==> src/rtl/core/tplm_pkg.sv <==
// ----------------------------------------------------------------------------
// tplm_pkg
// Shared widths, register map and result type of the tape pulse length meter.
// ----------------------------------------------------------------------------
package tplm_pkg;

    localparam int SAMPLE_BITS        = 8;
    localparam int TRIGGER_BITS       = 7;
    localparam int LENGTH_BITS        = 24;
    localparam int COUNT_BITS_DEFAULT = 24;
    localparam int ADDR_BITS          = 3;
    localparam int DATA_BITS          = 32;

    localparam logic [TRIGGER_BITS-1:0] TRIGGER_RESET = 7'h06;
    localparam logic [LENGTH_BITS-1:0]  LENGTH_MAX    = '1;

    // register index, taken from paddr[2]
    localparam logic REG_TRIGGER_LEVEL  = 1'b0;
    localparam logic REG_HALF_WAVE_MODE = 1'b1;

    typedef struct packed {
        logic                   emit;
        logic                   is_lead_in;
        logic [LENGTH_BITS-1:0] length_samples;
    } result_t;

endpackage

==> src/rtl/core/tape_pulse_length_meter.sv <==
// ----------------------------------------------------------------------------
// tape_pulse_length_meter
// Measures tape pulse lengths in samples from a signed 8-bit sample stream.
// ----------------------------------------------------------------------------
// Takes one signed 8-bit tape sample per transfer on s_* and returns pulse
// lengths on m_*. The first result is the lead-in length (m_is_lead_in = 1):
// the index of the first sample at or below zero after one at or above
// trigger_level. After that a result goes out each time a valid run ends.
// Full-wave mode measures positive swings against the minimum seen since
// the last result; half-wave mode measures each signed half wave against
// zero at trigger_level / 2. Lengths saturate at 2^COUNT_BITS - 1 and at the
// 24-bit output maximum. Rate: one sample per clock unless an emitting sample
// must wait. A sample sits in the input register, tplm_core makes the state
// update and result decision combinationally, and the result register takes
// the result when the sample advances. A sample that ends no run moves on
// even while a result waits; only a sample that emits holds in the input
// register until the result register is drained, and s_ready stays low
// behind it. Registers (APB, write only while idle):
//   0x0 trigger_level  [6:0], reset 6
//   0x4 half_wave_mode [0],   reset 0
// ----------------------------------------------------------------------------
module tape_pulse_length_meter #(
    parameter int COUNT_BITS = tplm_pkg::COUNT_BITS_DEFAULT
) (
    input  logic                                    aclk,
    input  logic                                    aresetn,
    // sample input
    input  logic                                    s_valid,
    output logic                                    s_ready,
    input  logic signed [tplm_pkg::SAMPLE_BITS-1:0] s_sample,
    // length output
    output logic                                    m_valid,
    input  logic                                    m_ready,
    output logic [tplm_pkg::LENGTH_BITS-1:0]        m_length_samples,
    output logic                                    m_is_lead_in,
    // configuration
    input  logic                                    psel,
    input  logic                                    penable,
    input  logic                                    pwrite,
    input  logic [tplm_pkg::ADDR_BITS-1:0]          paddr,
    input  logic [tplm_pkg::DATA_BITS-1:0]          pwdata,
    output logic [tplm_pkg::DATA_BITS-1:0]          prdata,
    output logic                                    pready
);
    import tplm_pkg::*;

    // configuration registers
    logic [TRIGGER_BITS-1:0] trigger_level_reg;
    logic                    half_wave_mode_reg;
    logic                    cfg_write;

    // input stage
    logic                          in_valid_reg, in_valid_next;
    logic signed [SAMPLE_BITS-1:0] in_sample_reg;

    // result stage
    logic                   out_valid_reg, out_valid_next;
    logic [LENGTH_BITS-1:0] out_length_reg;
    logic                   out_lead_reg;

    logic    advance;
    result_t result;

    // ---- APB ----
    assign pready    = 1'b1;
    assign cfg_write = psel && penable && pwrite;

    always_comb begin
        case (paddr[2])
            REG_TRIGGER_LEVEL:  prdata = DATA_BITS'(trigger_level_reg);
            REG_HALF_WAVE_MODE: prdata = DATA_BITS'(half_wave_mode_reg);
            default:            prdata = '0;
        endcase
    end

    always_ff @(posedge aclk) begin
        if (!aresetn) begin
            trigger_level_reg  <= TRIGGER_RESET;
            half_wave_mode_reg <= 1'b0;
        end else if (cfg_write) begin
            case (paddr[2])
                REG_TRIGGER_LEVEL:  trigger_level_reg  <= pwdata[TRIGGER_BITS-1:0];
                REG_HALF_WAVE_MODE: half_wave_mode_reg <= pwdata[0];
                default: ;
            endcase
        end
    end

    // ---- handshake ----
    // the buffered sample moves on when it emits nothing, when the result
    // slot is free, or when the slot drains now
    assign advance = in_valid_reg && (!result.emit || !out_valid_reg || m_ready);
    assign s_ready = !in_valid_reg || advance;

    always_comb begin
        in_valid_next = in_valid_reg;
        if (s_valid && s_ready) begin
            in_valid_next = 1'b1;
        end else if (advance) begin
            in_valid_next = 1'b0;
        end

        out_valid_next = out_valid_reg;
        if (advance && result.emit) begin
            out_valid_next = 1'b1;
        end else if (m_ready) begin
            // samples that end no run leave the slot as it drains
            out_valid_next = 1'b0;
        end
    end

    always_ff @(posedge aclk) begin
        if (!aresetn) begin
            in_valid_reg  <= 1'b0;
            out_valid_reg <= 1'b0;
        end else begin
            in_valid_reg  <= in_valid_next;
            out_valid_reg <= out_valid_next;
        end
    end

    // payload registers, no reset
    always_ff @(posedge aclk) begin
        if (s_valid && s_ready) begin
            in_sample_reg <= s_sample;
        end
        if (advance && result.emit) begin
            out_length_reg <= result.length_samples;
            out_lead_reg   <= result.is_lead_in;
        end
    end

    // ---- measurement ----
    tplm_core #(
        .COUNT_BITS (COUNT_BITS)
    ) u_core (
        .aclk           (aclk),
        .aresetn        (aresetn),
        .advance        (advance),
        .sample         (in_sample_reg),
        .trigger_level  (trigger_level_reg),
        .half_wave_mode (half_wave_mode_reg),
        .result         (result)
    );

    assign m_valid          = out_valid_reg;
    assign m_length_samples = out_length_reg;
    assign m_is_lead_in     = out_lead_reg;

endmodule

==> src/rtl/core/tplm_core.sv <==
// ----------------------------------------------------------------------------
// tplm_core
// Measurement state and per-sample update: lead-in, full-wave, half-wave.
// ----------------------------------------------------------------------------
module tplm_core #(
    parameter int COUNT_BITS = tplm_pkg::COUNT_BITS_DEFAULT
) (
    input  logic                                   aclk,
    input  logic                                   aresetn,
    input  logic                                   advance,
    input  logic signed [tplm_pkg::SAMPLE_BITS-1:0] sample,
    input  logic [tplm_pkg::TRIGGER_BITS-1:0]      trigger_level,
    input  logic                                   half_wave_mode,
    output tplm_pkg::result_t                      result
);
    import tplm_pkg::*;

    typedef enum logic [1:0] {
        PH_WAIT_TRIG,
        PH_WAIT_LOW,
        PH_MEASURE,
        PH_IN_RUN
    } phase_t;

    localparam logic [COUNT_BITS-1:0] COUNT_MAX = '1;
    localparam logic [COUNT_BITS-1:0] COUNT_ONE = COUNT_BITS'(1);

    phase_t                        phase_reg, phase_next;
    logic [COUNT_BITS-1:0]         count_reg, count_next;
    logic signed [SAMPLE_BITS-1:0] run_min_reg, run_min_next;
    logic                          run_neg_reg, run_neg_next;
    logic                          run_valid_reg, run_valid_next;
    logic                          lead_pend_reg, lead_pend_next;

    logic [COUNT_BITS-1:0]  count_bumped;
    logic [31:0]            count_wide;
    logic [LENGTH_BITS-1:0] length_sat;
    logic                   s_neg;
    logic                   s_zero;
    logic                   s_le_zero;
    logic [SAMPLE_BITS-1:0] s_mag;
    logic                   hits_lead_trig;
    logic                   hits_full_trig;
    logic                   hits_half_trig;

    assign count_bumped = (count_reg == COUNT_MAX) ? count_reg : count_reg + COUNT_ONE;
    assign count_wide   = 32'(count_reg);
    assign length_sat   = (count_wide > 32'(LENGTH_MAX)) ? LENGTH_MAX
                                                         : count_wide[LENGTH_BITS-1:0];

    assign s_neg     = sample[SAMPLE_BITS-1];
    assign s_zero    = (sample == '0);
    assign s_le_zero = s_neg || s_zero;
    assign s_mag     = s_neg ? (SAMPLE_BITS'(0) - sample) : sample;

    assign hits_lead_trig = $signed({sample[SAMPLE_BITS-1], sample})
                            >= $signed({2'b00, trigger_level});
    assign hits_full_trig = ($signed({{2{sample[SAMPLE_BITS-1]}}, sample})
                             - $signed({{2{run_min_reg[SAMPLE_BITS-1]}}, run_min_reg}))
                            >= $signed({3'b000, trigger_level});
    assign hits_half_trig = s_mag >= {2'b00, trigger_level[TRIGGER_BITS-1:1]};

    always_comb begin
        phase_next     = phase_reg;
        count_next     = count_bumped;
        run_min_next   = run_min_reg;
        run_neg_next   = run_neg_reg;
        run_valid_next = run_valid_reg;
        lead_pend_next = lead_pend_reg;
        result.emit           = 1'b0;
        result.is_lead_in     = 1'b0;
        result.length_samples = length_sat;

        case (phase_reg)
            PH_WAIT_TRIG, PH_WAIT_LOW: begin
                if (phase_reg == PH_WAIT_TRIG && hits_lead_trig) begin
                    phase_next = PH_WAIT_LOW;
                end
                if ((phase_reg == PH_WAIT_LOW || hits_lead_trig) && s_le_zero) begin
                    // lead-in ends; this sample opens the first pulse
                    result.emit       = 1'b1;
                    result.is_lead_in = 1'b1;
                    count_next        = COUNT_ONE;
                    run_valid_next    = 1'b0;
                    phase_next        = PH_MEASURE;
                    run_min_next      = '0;
                    lead_pend_next    = 1'b1;
                    if (half_wave_mode) begin
                        if (!s_zero) begin
                            run_neg_next   = 1'b1;
                            lead_pend_next = 1'b0;
                        end
                    end else if (s_neg) begin
                        run_min_next = sample;
                    end
                end
            end
            default: begin
                if (!half_wave_mode) begin
                    if (s_le_zero) begin
                        if (run_valid_reg) begin
                            result.emit    = 1'b1;
                            count_next     = COUNT_ONE;
                            run_valid_next = 1'b0;
                            lead_pend_next = 1'b1;
                            phase_next     = PH_MEASURE;
                            run_min_next   = s_neg ? sample : '0;
                        end else if (sample < run_min_reg) begin
                            run_min_next = sample;
                        end
                    end else if (hits_full_trig) begin
                        run_valid_next = 1'b1;
                    end
                end else if (lead_pend_reg) begin
                    if (!s_zero) begin
                        run_neg_next   = s_neg;
                        lead_pend_next = 1'b0;
                        run_valid_next = 1'b0;
                        phase_next     = PH_MEASURE;
                    end
                end else if (s_zero) begin
                    if (phase_reg == PH_IN_RUN) begin
                        if (run_valid_reg) begin
                            result.emit  = 1'b1;
                            count_next   = COUNT_ONE;
                            run_min_next = '0;
                        end
                        run_valid_next = 1'b0;
                        lead_pend_next = 1'b1;
                        phase_next     = PH_MEASURE;
                    end
                end else if (s_neg == run_neg_reg) begin
                    phase_next = PH_IN_RUN;
                    if (hits_half_trig) begin
                        run_valid_next = 1'b1;
                    end
                end else begin
                    // sign flip: run ends, this sample is the next untested one
                    if (run_valid_reg) begin
                        result.emit  = 1'b1;
                        count_next   = COUNT_ONE;
                        run_min_next = '0;
                    end
                    run_valid_next = 1'b0;
                    lead_pend_next = 1'b0;
                    run_neg_next   = s_neg;
                    phase_next     = PH_MEASURE;
                end
            end
        endcase
    end

    always_ff @(posedge aclk) begin
        if (!aresetn) begin
            phase_reg     <= PH_WAIT_TRIG;
            count_reg     <= '0;
            run_min_reg   <= '0;
            run_neg_reg   <= 1'b0;
            run_valid_reg <= 1'b0;
            lead_pend_reg <= 1'b1;
        end else if (advance) begin
            phase_reg     <= phase_next;
            count_reg     <= count_next;
            run_min_reg   <= run_min_next;
            run_neg_reg   <= run_neg_next;
            run_valid_reg <= run_valid_next;
            lead_pend_reg <= lead_pend_next;
        end
    end

endmodule
==> config.mk <==
export PLATFORM = sky130hd
export DESIGN_NAME = tape_pulse_length_meter
export DESIGN_NICKNAME = d
export VERILOG_FILES = /design/src/rtl/core/tplm_pkg.sv /design/src/rtl/core/tape_pulse_length_meter.sv /design/src/rtl/core/tplm_core.sv
export SDC_FILE = /design/constraint.sdc
export NUM_CORES = 1
export LEC_CHECK = 0
export ABC_AREA = 1
export BUFFER_PORTS_ARGS = -buffer_cell sky130_fd_sc_hd__buf_2
export CAP_MARGIN = 10
export CELL_PAD_IN_SITES_DETAIL_PLACEMENT = 0
export CELL_PAD_IN_SITES_GLOBAL_PLACEMENT = 2
export CORE_MARGIN = 4
export CORE_UTILIZATION = 33
export CTS_CLUSTER_DIAMETER = 120
export DETAILED_ROUTE_END_ITERATION = 7
export GPL_ROUTABILITY_DRIVEN = 0
export PLACE_DENSITY = 0.82
export SLEW_MARGIN = 20
export SYNTH_ARGS = -nofsm -noshare
export SYNTH_HDL_FRONTEND = slang
export SYNTH_SLANG_ARGS = --single-unit
==> constraint.sdc <==
create_clock -name aclk -period 7 [get_ports aclk]
set_input_delay 0.7 -clock aclk [delete_from_list [all_inputs] [get_ports aclk]]
set_output_delay 0.7 -clock aclk [all_outputs]
set_load 0.02 [all_outputs]
==> flow_summary.html <==
<table>
<tr><th>Metric</th><th>Value</th></tr>
<tr><th colspan="2">Yosys</th></tr>
<tr><td>Commonest cells in the synthesized netlist</td><td>132 x nand2_1, 102 x inv_1, 85 x nor2_1, 47 x dfxtp_1</td></tr>
<tr><td>Syn Inst Count</td><td>674</td></tr>
<tr><td>Adder and majority cell fraction of the synthesized area</td><td>between 8 and 9%</td></tr>
<tr><td>Most frequent cell after synthesis</td><td>nand2_1</td></tr>
<tr><td>Top cells by area, synth</td><td>edfxtp_1 20%, dfxtp_1 19%, nand2_1 9.8%</td></tr>
<tr><td>Synth Area in XOR/XNOR</td><td>1.57%</td></tr>
<tr><td>Top cell type's share of synthesized area</td><td>around 20%</td></tr>
<tr><td>Async set-reset flop share out of synthesis</td><td>0%</td></tr>
<tr><td>Largest family of logic cells by synthesized area</td><td>simple AND/OR/NAND/NOR gates</td></tr>
<tr><td>Netlist area before placement</td><td>5030 µm²</td></tr>
<tr><td>Main synth FF type</td><td>dfxtp_1</td></tr>
<tr><td>Count of synthesis-stage warnings from yosys</td><td>0</td></tr>
<tr><td>Number of flops mapped to enable cells by yosys</td><td>33</td></tr>
<tr><td>Cell accounting for the most synthesized area</td><td>edfxtp_1</td></tr>
<tr><td>Area fraction in compound gates after synthesis</td><td>under 10%</td></tr>
<tr><td>Register bit count reported by yosys</td><td>80</td></tr>
<tr><td>Average instance area after synthesis</td><td>about 7.5 µm²</td></tr>
<tr><td>Distinct cell type count of the synthesized netlist</td><td>44</td></tr>
<tr><td>Sequential element share of the synthesized area</td><td>38.4%</td></tr>
<tr><td>Simple-gate area share of the yosys netlist</td><td>approximately 27%</td></tr>
<tr><td>Multiplexer fraction of the synthesized cell area</td><td>0%</td></tr>
<tr><th colspan="2">Place</th></tr>
<tr><td>Number of port buffers</td><td>56</td></tr>
<tr><td>HPWL after detailed placement</td><td>about 9000 µm</td></tr>
<tr><td>Placed cell count</td><td>roughly 880</td></tr>
<tr><th colspan="2">Critical path</th></tr>
<tr><td>Crit path launch type</td><td>flop</td></tr>
<tr><td>Required time at the endpoint of the critical path</td><td>6.30 ns</td></tr>
<tr><td>Maximum cell stage delay along the critical path</td><td>around 0.45 ns</td></tr>
<tr><td>Buf/Inv on CP</td><td>3</td></tr>
<tr><td>Highest-delay cell along the critical path</td><td>edfxtp_1</td></tr>
<tr><td>Cells traversed along the worst timing path</td><td>inv_1, ha_1, nand3_4, o21ai_4, nand2_2, o22ai_2, inv_2, nand2_4, nand3_1, buf_2</td></tr>
<tr><td>Setup crit end kind</td><td>output pin</td></tr>
<tr><td>Highest fanout seen on the critical path</td><td>7</td></tr>
<tr><td>Critical Path AT</td><td>around 2.4 ns</td></tr>
<tr><td>Critical path class</td><td>flop to output pin</td></tr>
<tr><td>Top cell family by delay on the critical path</td><td>buffers and inverters</td></tr>
<tr><th colspan="2">Global route</th></tr>
<tr><td>Via count of the first global-routing pass</td><td>roughly 4000</td></tr>
<tr><td>Total congestion overflow</td><td>0</td></tr>
<tr><td>Gr usage total</td><td>14.1%</td></tr>
<tr><td>Initial antenna violation count</td><td>0</td></tr>
<tr><td>First-pass GRT wire length</td><td>between 15000 and 20000 µm</td></tr>
<tr><td>Maximum number of pins on one net before global-route repair</td><td>26</td></tr>
<tr><th colspan="2">CTS</th></tr>
<tr><td>H-tree levels</td><td>3</td></tr>
<tr><td>Hold bufs inserted after CTS</td><td>0</td></tr>
<tr><td>Number of clock sinks</td><td>80</td></tr>
<tr><td>Clock transition time at the flip-flop clock pins of the worst setup and hold paths</td><td>0.06 ns</td></tr>
<tr><td>TritonCTS clock tree</td><td>yes</td></tr>
<tr><td># Post-CTS Setup Buffers</td><td>0</td></tr>
<tr><td>Maximum clock insertion buffer count</td><td>2</td></tr>
<tr><td>Num CTS Buffers</td><td>9</td></tr>
<tr><td>Cell chosen for the clock root</td><td>clkbuf_16</td></tr>
<tr><td>Post-CTS sizing</td><td>0</td></tr>
<tr><td>Clk Latency, worst-skew pair</td><td>0.35 ns</td></tr>
<tr><th colspan="2">Drt</th></tr>
<tr><td>Number of vias after detailed routing</td><td>4101</td></tr>
<tr><td>Detailed-route wire length per cell</td><td>roughly 13 µm</td></tr>
<tr><td>Detailed Routing Iterations Pass 1</td><td>5</td></tr>
<tr><td>Detail Route Antenna Nets</td><td>0</td></tr>
<tr><td>Detailed-route vias per instance</td><td>4.60</td></tr>
<tr><td>DRC</td><td>0</td></tr>
<tr><td>Final wirelength</td><td>approximately 12000 µm</td></tr>
<tr><td>Iter 0 DRT Violations</td><td>188</td></tr>
<tr><th colspan="2">Floorplan</th></tr>
<tr><td>Core Area</td><td>~15000 µm²</td></tr>
<tr><td>Die area</td><td>~17000 µm²</td></tr>
<tr><td>Std-Cell Rows</td><td>44</td></tr>
<tr><td>Die Ht</td><td>around 130 µm</td></tr>
<tr><td>Width of the die</td><td>131 µm</td></tr>
<tr><td>Effective utilization at floorplan</td><td>34.1%</td></tr>
<tr><td>Number of ports placed on the die boundary</td><td>110</td></tr>
<tr><th colspan="2">Timing</th></tr>
<tr><td>Shortest clock period the worst path allows after layout</td><td>3.13 ns</td></tr>
<tr><td>Worst slew margin</td><td>roughly 29%</td></tr>
<tr><td>Setup TNS</td><td>0 ns</td></tr>
<tr><td>Worst Clk Skew</td><td>0.00730 ns</td></tr>
<tr><td>RSZ-0062 raised after global routing</td><td>false</td></tr>
<tr><td>Number of hold violations in the final report</td><td>0</td></tr>
<tr><td>Fin Hold WS</td><td>roughly 0.46 ns</td></tr>
<tr><td>Maximum clock frequency</td><td>0.319 GHz</td></tr>
<tr><td>Total of endpoints with negative setup slack in the final report</td><td>0</td></tr>
<tr><td>Worst Max-Slew Pin Slew</td><td>about 1.1 ns</td></tr>
<tr><td>Final count of pins violating max slew</td><td>0</td></tr>
<tr><td>Final worst-path cycle share</td><td>between 40% and 50%</td></tr>
<tr><th colspan="2">Final layout</th></tr>
<tr><td>Seq. cell area</td><td>1930 µm²</td></tr>
<tr><td>Layout filler cell count</td><td>~1600</td></tr>
<tr><td>Non-filler instance count after layout</td><td>slightly below 900</td></tr>
<tr><td>Area used by multi-input combinational logic</td><td>between 2000 and 2500 µm²</td></tr>
<tr><td>N_diodes</td><td>0</td></tr>
<tr><td>Layout Nets</td><td>between 700 and 800</td></tr>
<tr><td>Layout Utilization</td><td>38.0%</td></tr>
<tr><td>Proportion of layout cells with a drive suffix above 1</td><td>13.8%</td></tr>
<tr><td>Synth-to-Final Area Change</td><td>11.3%</td></tr>
<tr><th colspan="2">Run</th></tr>
<tr><td>Max-cap violations</td><td>0</td></tr>
<tr><th colspan="2">Power and ir drop</th></tr>
<tr><td>Power density cells</td><td>216 nW/µm²</td></tr>
<tr><td>Leakage power</td><td>roughly 2.6 nW</td></tr>
<tr><td>Peak ir drop on the vdd network</td><td>between 0.0001 and 0.00015 V</td></tr>
<tr><th colspan="2">Worst hold path</th></tr>
<tr><td>Tightest Hold Check Type</td><td>flop to flop</td></tr>
<tr><th colspan="2">Status</th></tr>
<tr><td>Result of the run</td><td>finished clean</td></tr>
</table>
[cell usage in the layout, fill, tap and decap left out, types with 4 or more instances in the layout]
cell       count
o21ai_1       11
a21oi_1       34
nor3_1         8
ha_1          31
nand2_1      132
xor2_1         6
conb_1        26
nand4_1       19
buf_2         56
dfxtp_1       47
edfxtp_1      33
nand3_2        4
o21ai_0       23
nor2_2         4
nor2_1        85
clkbuf_16      9
inv_1        102
nand3_1       34
[per-layer routing]
metal | track usage (%) | up-vias | wire length [µm]
met3 | 2.83 | 13 | 548
met5 | 0 | - | 0
met1 | 19.9 | 1834 | 6170
met2 | 21.5 | 97 | 5070
li1 | - | 2157 | -
met4 | 5.25 | 0 | 197
[cell type report]
class / instances / share of cell area, %
multi-input combinational: 450 / 43.0
sequential: 80 / 34.5
inverter: 106 / 7.24
timing repair buffer: 56 / 5.00
tap: 184 / 4.11
clock buffer: 10 / 4.09
clock inverter: 6 / 2.05
[worst register-to-register path, stage by stage (launching register included)]
cell and delay [ns]:
edfxtp_1 0.45, inv_1 0.19, ha_1 0.27, nand3_4 0.13, o21ai_4 0.23, nand2_2 0.08, o22ai_2 0.16, inv_2 0.07
nand2_4 0.13, nand3_2 0.12, inv_1 0.83
[logic make-up after synthesis]
logic type | Yosys count
compound gates | 81
xor+xnor | 9
other cells | 2
fa+ha+maj | 32
simple gates | 302
flops | 80
buf+inv | 168
[final timing paths]
kind / from / end / slack, ns / cells past startpoint
worst max-delay path: in_sample_reg[1] / s_ready / 3.87 / 10
worst min register to register: u_core.count_reg[21] / m_length_samples[21] / 0.46 / 0
worst max register to register: in_sample_reg[1] / m_length_samples[21] / 3.94 / 10
worst min-delay path: u_core.count_reg[21] / m_length_samples[21] / 0.46 / 0
[per-stage QoR]
| stage | power (mW) | instance area, µm² | setup WS (ns) |
|---|---|---|---|
| floorplan | 0.646 | 5120 | 4.42 |
| global placement | 0.670 | 5260 | 3.91 |
| detailed placement | 0.673 | 5260 | 3.87 |
| CTS | 1.23 | 5600 | 3.81 |
| global route | 1.27 | 5600 | 3.53 |
| finish | 1.21 | 5600 | 3.87 |
[power breakdown]
group          total (mW)  internal [mW]  switching, mW
Combinational       0.152         0.0517          0.100
Clock               0.551          0.351          0.200
Sequential          0.509          0.496         0.0128
(Power assumes the default switching activity.)
